--- src/sv/mvm_pkg.sv ---
package mvm_pkg;

    localparam int MAX_DIM = 256;
    localparam int ADDR_W  = $clog2(MAX_DIM);
    localparam int DIM_W   = 9;
    localparam int VALUE_W = 16;
    localparam int PROD_W  = 2 * VALUE_W;
    localparam int SUM_W   = 40;
    localparam int ROW_W   = 8;

    localparam logic [DIM_W-1:0] DIM_RESET = DIM_W'(MAX_DIM);

    typedef logic [ADDR_W-1:0]        t_addr;
    typedef logic [DIM_W-1:0]         t_dim;
    typedef logic signed [VALUE_W-1:0] t_value;
    typedef logic signed [PROD_W-1:0]  t_prod;
    typedef logic signed [SUM_W-1:0]   t_sum;

    function automatic t_dim eff_dim(input t_dim dim);
        t_dim d;
        d = dim;
        if (dim == '0) begin
            d = t_dim'(1);
        end else if (dim > t_dim'(MAX_DIM)) begin
            d = t_dim'(MAX_DIM);
        end
        return d;
    endfunction

    function automatic logic is_last(input t_addr pos, input t_dim dim);
        return ((t_dim'(pos) + t_dim'(1)) >= dim);
    endfunction

endpackage

--- src/sv/mvm_ram.sv ---
module mvm_ram #(
    parameter int WIDTH = 16,
    parameter int DEPTH = 256
) (
    input  logic                     i_clk,
    input  logic                     i_we,
    input  logic [$clog2(DEPTH)-1:0] i_waddr,
    input  logic [WIDTH-1:0]         i_wdata,
    input  logic                     i_re,
    input  logic [$clog2(DEPTH)-1:0] i_raddr,
    output logic [WIDTH-1:0]         o_rdata
);

    logic [WIDTH-1:0] mem [DEPTH];
    logic [WIDTH-1:0] r_rdata;

    always_ff @(posedge i_clk) begin
        if (i_we) begin
            mem[i_waddr] <= i_wdata;
        end
        if (i_re) begin
            r_rdata <= mem[i_raddr];
        end
    end

    assign o_rdata = r_rdata;

endmodule

--- src/sv/matrix_vector_multiply.sv ---
// Pipeline: stage 1, stage 2 and output registers; a row's sum is output after its last element.
// Throughput: one request per cycle while the output is not stalled, vector loads and
// matrix elements alike, set by the single value input and the multiply-accumulate pipeline.
// Output stall freezes the whole pipeline.
// Reset: dimension 256, positions and accumulator zero; the vector store
// keeps whatever it holds and needs no clearing pass.
module matrix_vector_multiply
    import mvm_pkg::*;
(
    input  logic                    i_clk,
    input  logic                    i_rst_n,
    input  logic                    i_cfg_we,
    input  logic [DIM_W-1:0]        i_cfg_data,
    input  logic                    i_valid,
    output logic                    o_stall,
    input  logic                    i_mode,
    input  logic signed [VALUE_W-1:0] i_value,
    output logic                    o_valid,
    input  logic                    i_stall,
    output logic signed [SUM_W-1:0] o_row_sum,
    output logic [ROW_W-1:0]        o_row_number,
    output logic                    o_last_row
);

    t_dim  r_dim;
    t_addr r_vec_pos, n_vec_pos;
    t_addr r_col_pos, n_col_pos;
    t_addr r_row_pos, n_row_pos;
    t_sum  r_acc, n_acc;

    logic   r_s1_valid, r_s1_last_col, r_s1_last_row;
    t_addr  r_s1_row;
    t_value r_s1_value;

    logic   r_s2_valid, r_s2_last_col, r_s2_last_row;
    t_addr  r_s2_row;
    t_prod  r_s2_prod;

    logic             r_out_valid;
    t_sum             r_out_sum;
    logic [ROW_W-1:0] r_out_row;
    logic             r_out_last;

    t_dim   dim;
    logic   advance, accept, vec_load, mat_elem;
    logic   col_last, row_last;
    t_value ram_q;
    t_prod  prod;
    t_sum   acc_sum;

    assign dim      = eff_dim(r_dim);
    assign advance  = !r_out_valid || !i_stall;
    assign o_stall  = !advance;
    assign accept   = i_valid && advance;
    assign vec_load = accept && !i_mode;
    assign mat_elem = accept && i_mode;
    assign col_last = is_last(r_col_pos, dim);
    assign row_last = is_last(r_row_pos, dim);

    mvm_ram #(
        .WIDTH(VALUE_W),
        .DEPTH(MAX_DIM)
    ) u_vec_store (
        .i_clk  (i_clk),
        .i_we   (vec_load),
        .i_waddr(r_vec_pos),
        .i_wdata(i_value),
        .i_re   (mat_elem),
        .i_raddr(r_col_pos),
        .o_rdata(ram_q)
    );

    assign prod    = t_prod'(r_s1_value) * t_prod'(ram_q);
    assign acc_sum = r_acc + {{(SUM_W-PROD_W){r_s2_prod[PROD_W-1]}}, r_s2_prod};

    always_comb begin
        n_vec_pos = r_vec_pos;
        n_col_pos = r_col_pos;
        n_row_pos = r_row_pos;
        n_acc     = r_acc;
        if (vec_load) begin
            n_vec_pos = is_last(r_vec_pos, dim) ? '0 : r_vec_pos + t_addr'(1);
        end
        if (mat_elem) begin
            n_col_pos = col_last ? '0 : r_col_pos + t_addr'(1);
            if (col_last) begin
                n_row_pos = row_last ? '0 : r_row_pos + t_addr'(1);
            end
        end
        if (advance && r_s2_valid) begin
            n_acc = r_s2_last_col ? '0 : acc_sum;
        end
    end

    always_ff @(posedge i_clk) begin
        if (!i_rst_n) begin
            r_dim       <= DIM_RESET;
            r_vec_pos   <= '0;
            r_col_pos   <= '0;
            r_row_pos   <= '0;
            r_acc       <= '0;
            r_s1_valid  <= 1'b0;
            r_s2_valid  <= 1'b0;
            r_out_valid <= 1'b0;
        end else begin
            if (i_cfg_we) begin
                r_dim     <= i_cfg_data;
                r_vec_pos <= '0;
                r_col_pos <= '0;
                r_row_pos <= '0;
                r_acc     <= '0;
            end else begin
                r_vec_pos <= n_vec_pos;
                r_col_pos <= n_col_pos;
                r_row_pos <= n_row_pos;
                r_acc     <= n_acc;
            end
            if (advance) begin
                r_s1_valid  <= mat_elem;
                r_s2_valid  <= r_s1_valid;
                r_out_valid <= r_s2_valid && r_s2_last_col;
            end
        end
    end

    // Advance payload with the pipeline; hold while stalled
    always_ff @(posedge i_clk) begin
        if (advance) begin
            r_s1_value    <= i_value;
            r_s1_last_col <= col_last;
            r_s1_last_row <= row_last;
            r_s1_row      <= r_row_pos;
            r_s2_prod     <= prod;
            r_s2_last_col <= r_s1_last_col;
            r_s2_last_row <= r_s1_last_row;
            r_s2_row      <= r_s1_row;
            if (r_s2_valid && r_s2_last_col) begin
                r_out_sum  <= acc_sum;
                r_out_row  <= ROW_W'(r_s2_row);
                r_out_last <= r_s2_last_row;
            end
        end
    end

    assign o_valid      = r_out_valid;
    assign o_row_sum    = r_out_sum;
    assign o_row_number = r_out_row;
    assign o_last_row   = r_out_last;

endmodule
--- config.mk ---
export PLATFORM = sky130hd
export DESIGN_NAME = matrix_vector_multiply
export DESIGN_NICKNAME = d
export VERILOG_FILES = /design/src/sv/mvm_pkg.sv /design/src/sv/mvm_ram.sv /design/src/sv/matrix_vector_multiply.sv
export SDC_FILE = /design/constraint.sdc
export NUM_CORES = 2
export LEC_CHECK = 0
export BUFFER_PORTS_ARGS = -buffer_cell sky130_fd_sc_hd__buf_4
export CAP_MARGIN = 20
export CORE_UTILIZATION = 60
export CTS_BUF_LIST = sky130_fd_sc_hd__clkbuf_8
export CTS_CLUSTER_DIAMETER = 50
export DETAILED_ROUTE_END_ITERATION = 8
export PLACE_DENSITY = 0.76
export SLEW_MARGIN = 20
export SYNTH_ARGS = -nofsm -noshare
export SYNTH_HDL_FRONTEND = slang
export SYNTH_HIERARCHICAL = 1
export SYNTH_SLANG_ARGS = --single-unit
--- constraint.sdc ---
create_clock -name i_clk -period 10.5 [get_ports i_clk]
set_input_delay 1.575 -clock i_clk [delete_from_list [all_inputs] [get_ports i_clk]]
set_output_delay 1.575 -clock i_clk [all_outputs]
set_load 0.01 [all_outputs]
==> impl_results.md <==
- Status: finished, violations left
- Violated checks: design-rule violations
- DRC Markers: 28
- Final WL: about 440000 um
- CTS H-tree depth: 6
- Fin util: 0.665
- Clk pin slew, worst setup/hold paths: 0.06 ns
- Die height: approximately 550 um
- Largest net degree at the start of global routing: 177
- Cell Pwr Density: between 150 and 200 nW/um^2
- Global route hottest layer: met2
- Critical path class: reg -> reg
- Fin Setup TNS: 0 ns
- Sequential Power Share: 0.510
- Avg Cell Area, Syn: 19.3 um^2
- TritonCTS clock tree: built
- Seq/Total Area, Yosys: 0.723
- Hold path start: r_s1_row[2]$_DFFE_PN_
- Psw: 9.97 mW
- Met2 Usage GRT: 0.456
- Most common cell after layout, fill and taps aside: edfxtp_1
- Maximum clock path buffer count: 4
- Worst R2R Start: u_vec_store/o_rdata[9]$_DFFE_PP_
- Crit path max fanout: 16
- Die area: 299000 um^2
- Share of post-route cells with drive strength above 1: 0.217
- FF-to-FF path depth: 23
- Worst slew margin: 0.140
- P_int: between 20 and 30 mW
- Layout area overhead: 10.1%
- Core Box Area: 294000 um^2
- WL/cell: 30.9 um
- Clk sinks: about 4300
- Max Slew Vio Count: 0
- Mapped Area: 178000 um^2
- Unrepaired setup endpoints after global routing: no
- Fin crit share: 0.689
- Top cell type's share of synthesized area: 0.714
- Cts-stage hold buffer count: 0
- Max-Cap Viols: 0
- DR pass1 iterations: 8
- GRT overflow: 0
- DP HPWL: 262000 um
- Measured slew at the worst slew-check pin: 1.29 ns
- Port bufs: 81
- Worst Skew: around 0.055 ns
- Final setup fails: 0
- Grt met3 use: 0.0729
- Synth area leaders: edfxtp_1 71%, mux4_2 10%, mux2i_1 3.2%
- Peak VDD IR: 0.411 mV
- Worst EP arrival: 8.17 ns
- Number of synthesized flops with an enable pin: 4229
- Vias/cell: roughly 6.6
- 1st-iter DRT viols: between 10000 and 15000
- Register area: around 130000 um^2
- Tightest Hold Check Type: reg -> reg
- Crit path launch type: flop
- Antenna violations before repair: 15
- Net Count, Synth: 9672
- Fmax: 138 MHz
- Hold Fails Final Rpt: 0
- Leak Pwr: 62.7 nW
- Fill cells: 18655
- RD Place Congestion: 0.907
- Synthesized flop and latch total: 4305
- Switch share: 0.263
- Met1 usage: 0.413
- Total number of yosys warnings: 6
- Final Critical Period: 7.24 ns
- Post-synthesis cell count: 9227
- Initial Util: 0.604
- Req. time, crit path: between 10 and 15 ns
- CP endpoint kind: flop
- Vias in the first global route: 94371
- Area of the multi-input gates: 45600 um^2
- Routed Antenna Nets: 0
- Worst setup path startpoint: u_vec_store/o_rdata[9]$_DFFE_PP_
- TritonCTS buffer count: 663
- Number of I/O pins: 82
- Main synth FF type: edfxtp_1
- Vias: 94009
- Nets@finish: 10259
- Gate power share: 0.155
- Yosys top cell by area: edfxtp_1
- Num rows: between 150 and 200
- Clk_lat worst skew: 1.21 ns
- Most frequent cells in the layout: 4229 x edfxtp_1, 797 x mux4_2, 677 x clkbuf_8, 574 x mux2i_1, 541 x inv_1
- First-pass GRT wire length: between 600000 and 700000 um
- CTS root buffer: clkbuf_8
- Die W: between 500 and 600 um
- Hold path depth: 0
- Fraction of registers with async set/reset: 0
- Clock power frac: 0.334
- Post-CTS Setup Bufs: 0
- Netlist cell types: 81
- Post-CTS Resized: 0
- Global Route Usage Sum: 0.295
Yosys cell counts (63+ instances only):
cell / count
a21oi_1: 249
nor3_1: 106
a22oi_1: 63
dfxtp_1: 76
mux2_2: 88
clkbuf_1: 275
fa_1: 263
and2_1: 130
nor2_1: 377
o21ai_0: 83
ha_1: 151
mux2i_1: 574
edfxtp_1: 4229
o22ai_1: 151
buf_2: 80
mux4_2: 797
o221ai_1: 254
inv_1: 318
buf_6: 78
nand2_1: 219
worst paths after layout:
kind / to / slack, ns
worst min-delay path: r_s2_row[2]$_DFFE_PN_ / 0.42
worst max-delay path: r_s2_prod[25]$_DFFE_PN_ / 3.26
worst min register to register: r_s2_row[2]$_DFFE_PN_ / 0.42
worst max register to register: r_s2_prod[25]$_DFFE_PN_ / 3.26
metrics by stage:
stage | cell area (um^2) | cells | setup slack (ns) | power [mW] | hold slack [ns]
2_1_floorplan | 178000 | 9227 | 4.10 | 24.0 | 0.400
3_3_place_gp | 184000 | 13066 | 3.38 | 25.4 | 0.401
3_5_place_dp | 184000 | 13068 | 3.32 | 25.6 | 0.405
4_1_cts | 196000 | 14242 | 3.26 | 38.1 | 0.421
5_1_grt | 196000 | 14246 | 2.82 | 39.5 | 0.430
6_report | 196000 | 14251 | 3.26 | 37.9 | 0.421
flip-flops by register name, summed over array words and instances, names as in the netlist:
name,cells
u_vec_store/mem,4096
r_vec_pos,8
o_last_row,1
r_s2_last_col,1
r_s1_row,8
u_vec_store/o_rdata,16
r_s2_row,8
r_acc,40
r_s2_last_row,1
r_s1_last_row,1
r_col_pos,8
r_s2_prod,32
o_row_number,8
r_row_pos,8
o_row_sum,40
r_dim,9
r_s1_value,16
r_s2_valid,1
r_s1_valid,1
o_valid,1
r_s1_last_col,1
metal layers:
| metal | vias to the layer above | share of wire |
|---|---|---|
| met5 | - | 0.000048 |
| met4 | 4 | 0.039 |
| met3 | 867 | 0.12 |
| met2 | 6029 | 0.47 |
| met1 | 48448 | 0.37 |
| li1 | 38661 | - |
area by class of cell:
type,count,share of cell area
Sequential cell,4305,0.657
Multi-Input combinational cell,4096,0.233
Clock buffer,677,0.0476
Tap cell,3919,0.0250
Timing Repair Buffer,427,0.0182
Clock inverter,497,0.0131
Inverter,321,0.00622
Antenna cell,9,0.000115
power by group through the flow:
stage                     Combinational, mW  Clock [mW]  Sequential (mW)
after floorplan                        4.36           0             19.6
after global placement                 5.75           0             19.7
after detailed placement               5.89           0             19.7
after CTS                              5.94        12.8             19.3
after global routing                   6.62        13.5             19.3
final                                  5.89        12.7             19.3
cells by family (layout without fill, tap and decap cells):
| kind of cell | count (synthesis) | after routing | share of synthesized area |
|---|---|---|---|
| flip-flops | 4305 | 4305 | 0.723 |
| multiplexers | 1459 | 1459 | 0.139 |
| AO/OA/AOI/OAI | 1079 | 1079 | 0.0429 |
| AND/OR/NAND/NOR | 1056 | 1056 | 0.0281 |
| buffers and inverters | 826 | 1922 | 0.0230 |
| adder cells (fa/ha/maj) | 414 | 414 | 0.0402 |
| XOR/XNOR | 88 | 88 | 0.00438 |
| other | 0 | 9 | 0 |
critical path, cell delays in order (launching register included):
cell and delay [ns]:
edfxtp_1 0.84, nand2_1 0.18, fa_1 0.58, inv_1 0.05
fa_1 0.50, inv_1 0.06, fa_1 0.48, inv_1 0.06
fa_1 0.50, fa_1 0.55, inv_1 0.06, fa_1 0.53
inv_1 0.04, ha_1 0.38, nand3_1 0.15, nor3_1 0.34
and3_1 0.21, a22oi_1 0.11, a31oi_1 0.40, o21ai_0 0.20
a211oi_1 0.35, a21o_1 0.17, a21oi_1 0.08, xnor2_1 0.13
No activity file was read; power rests on OpenSTA's default activity.
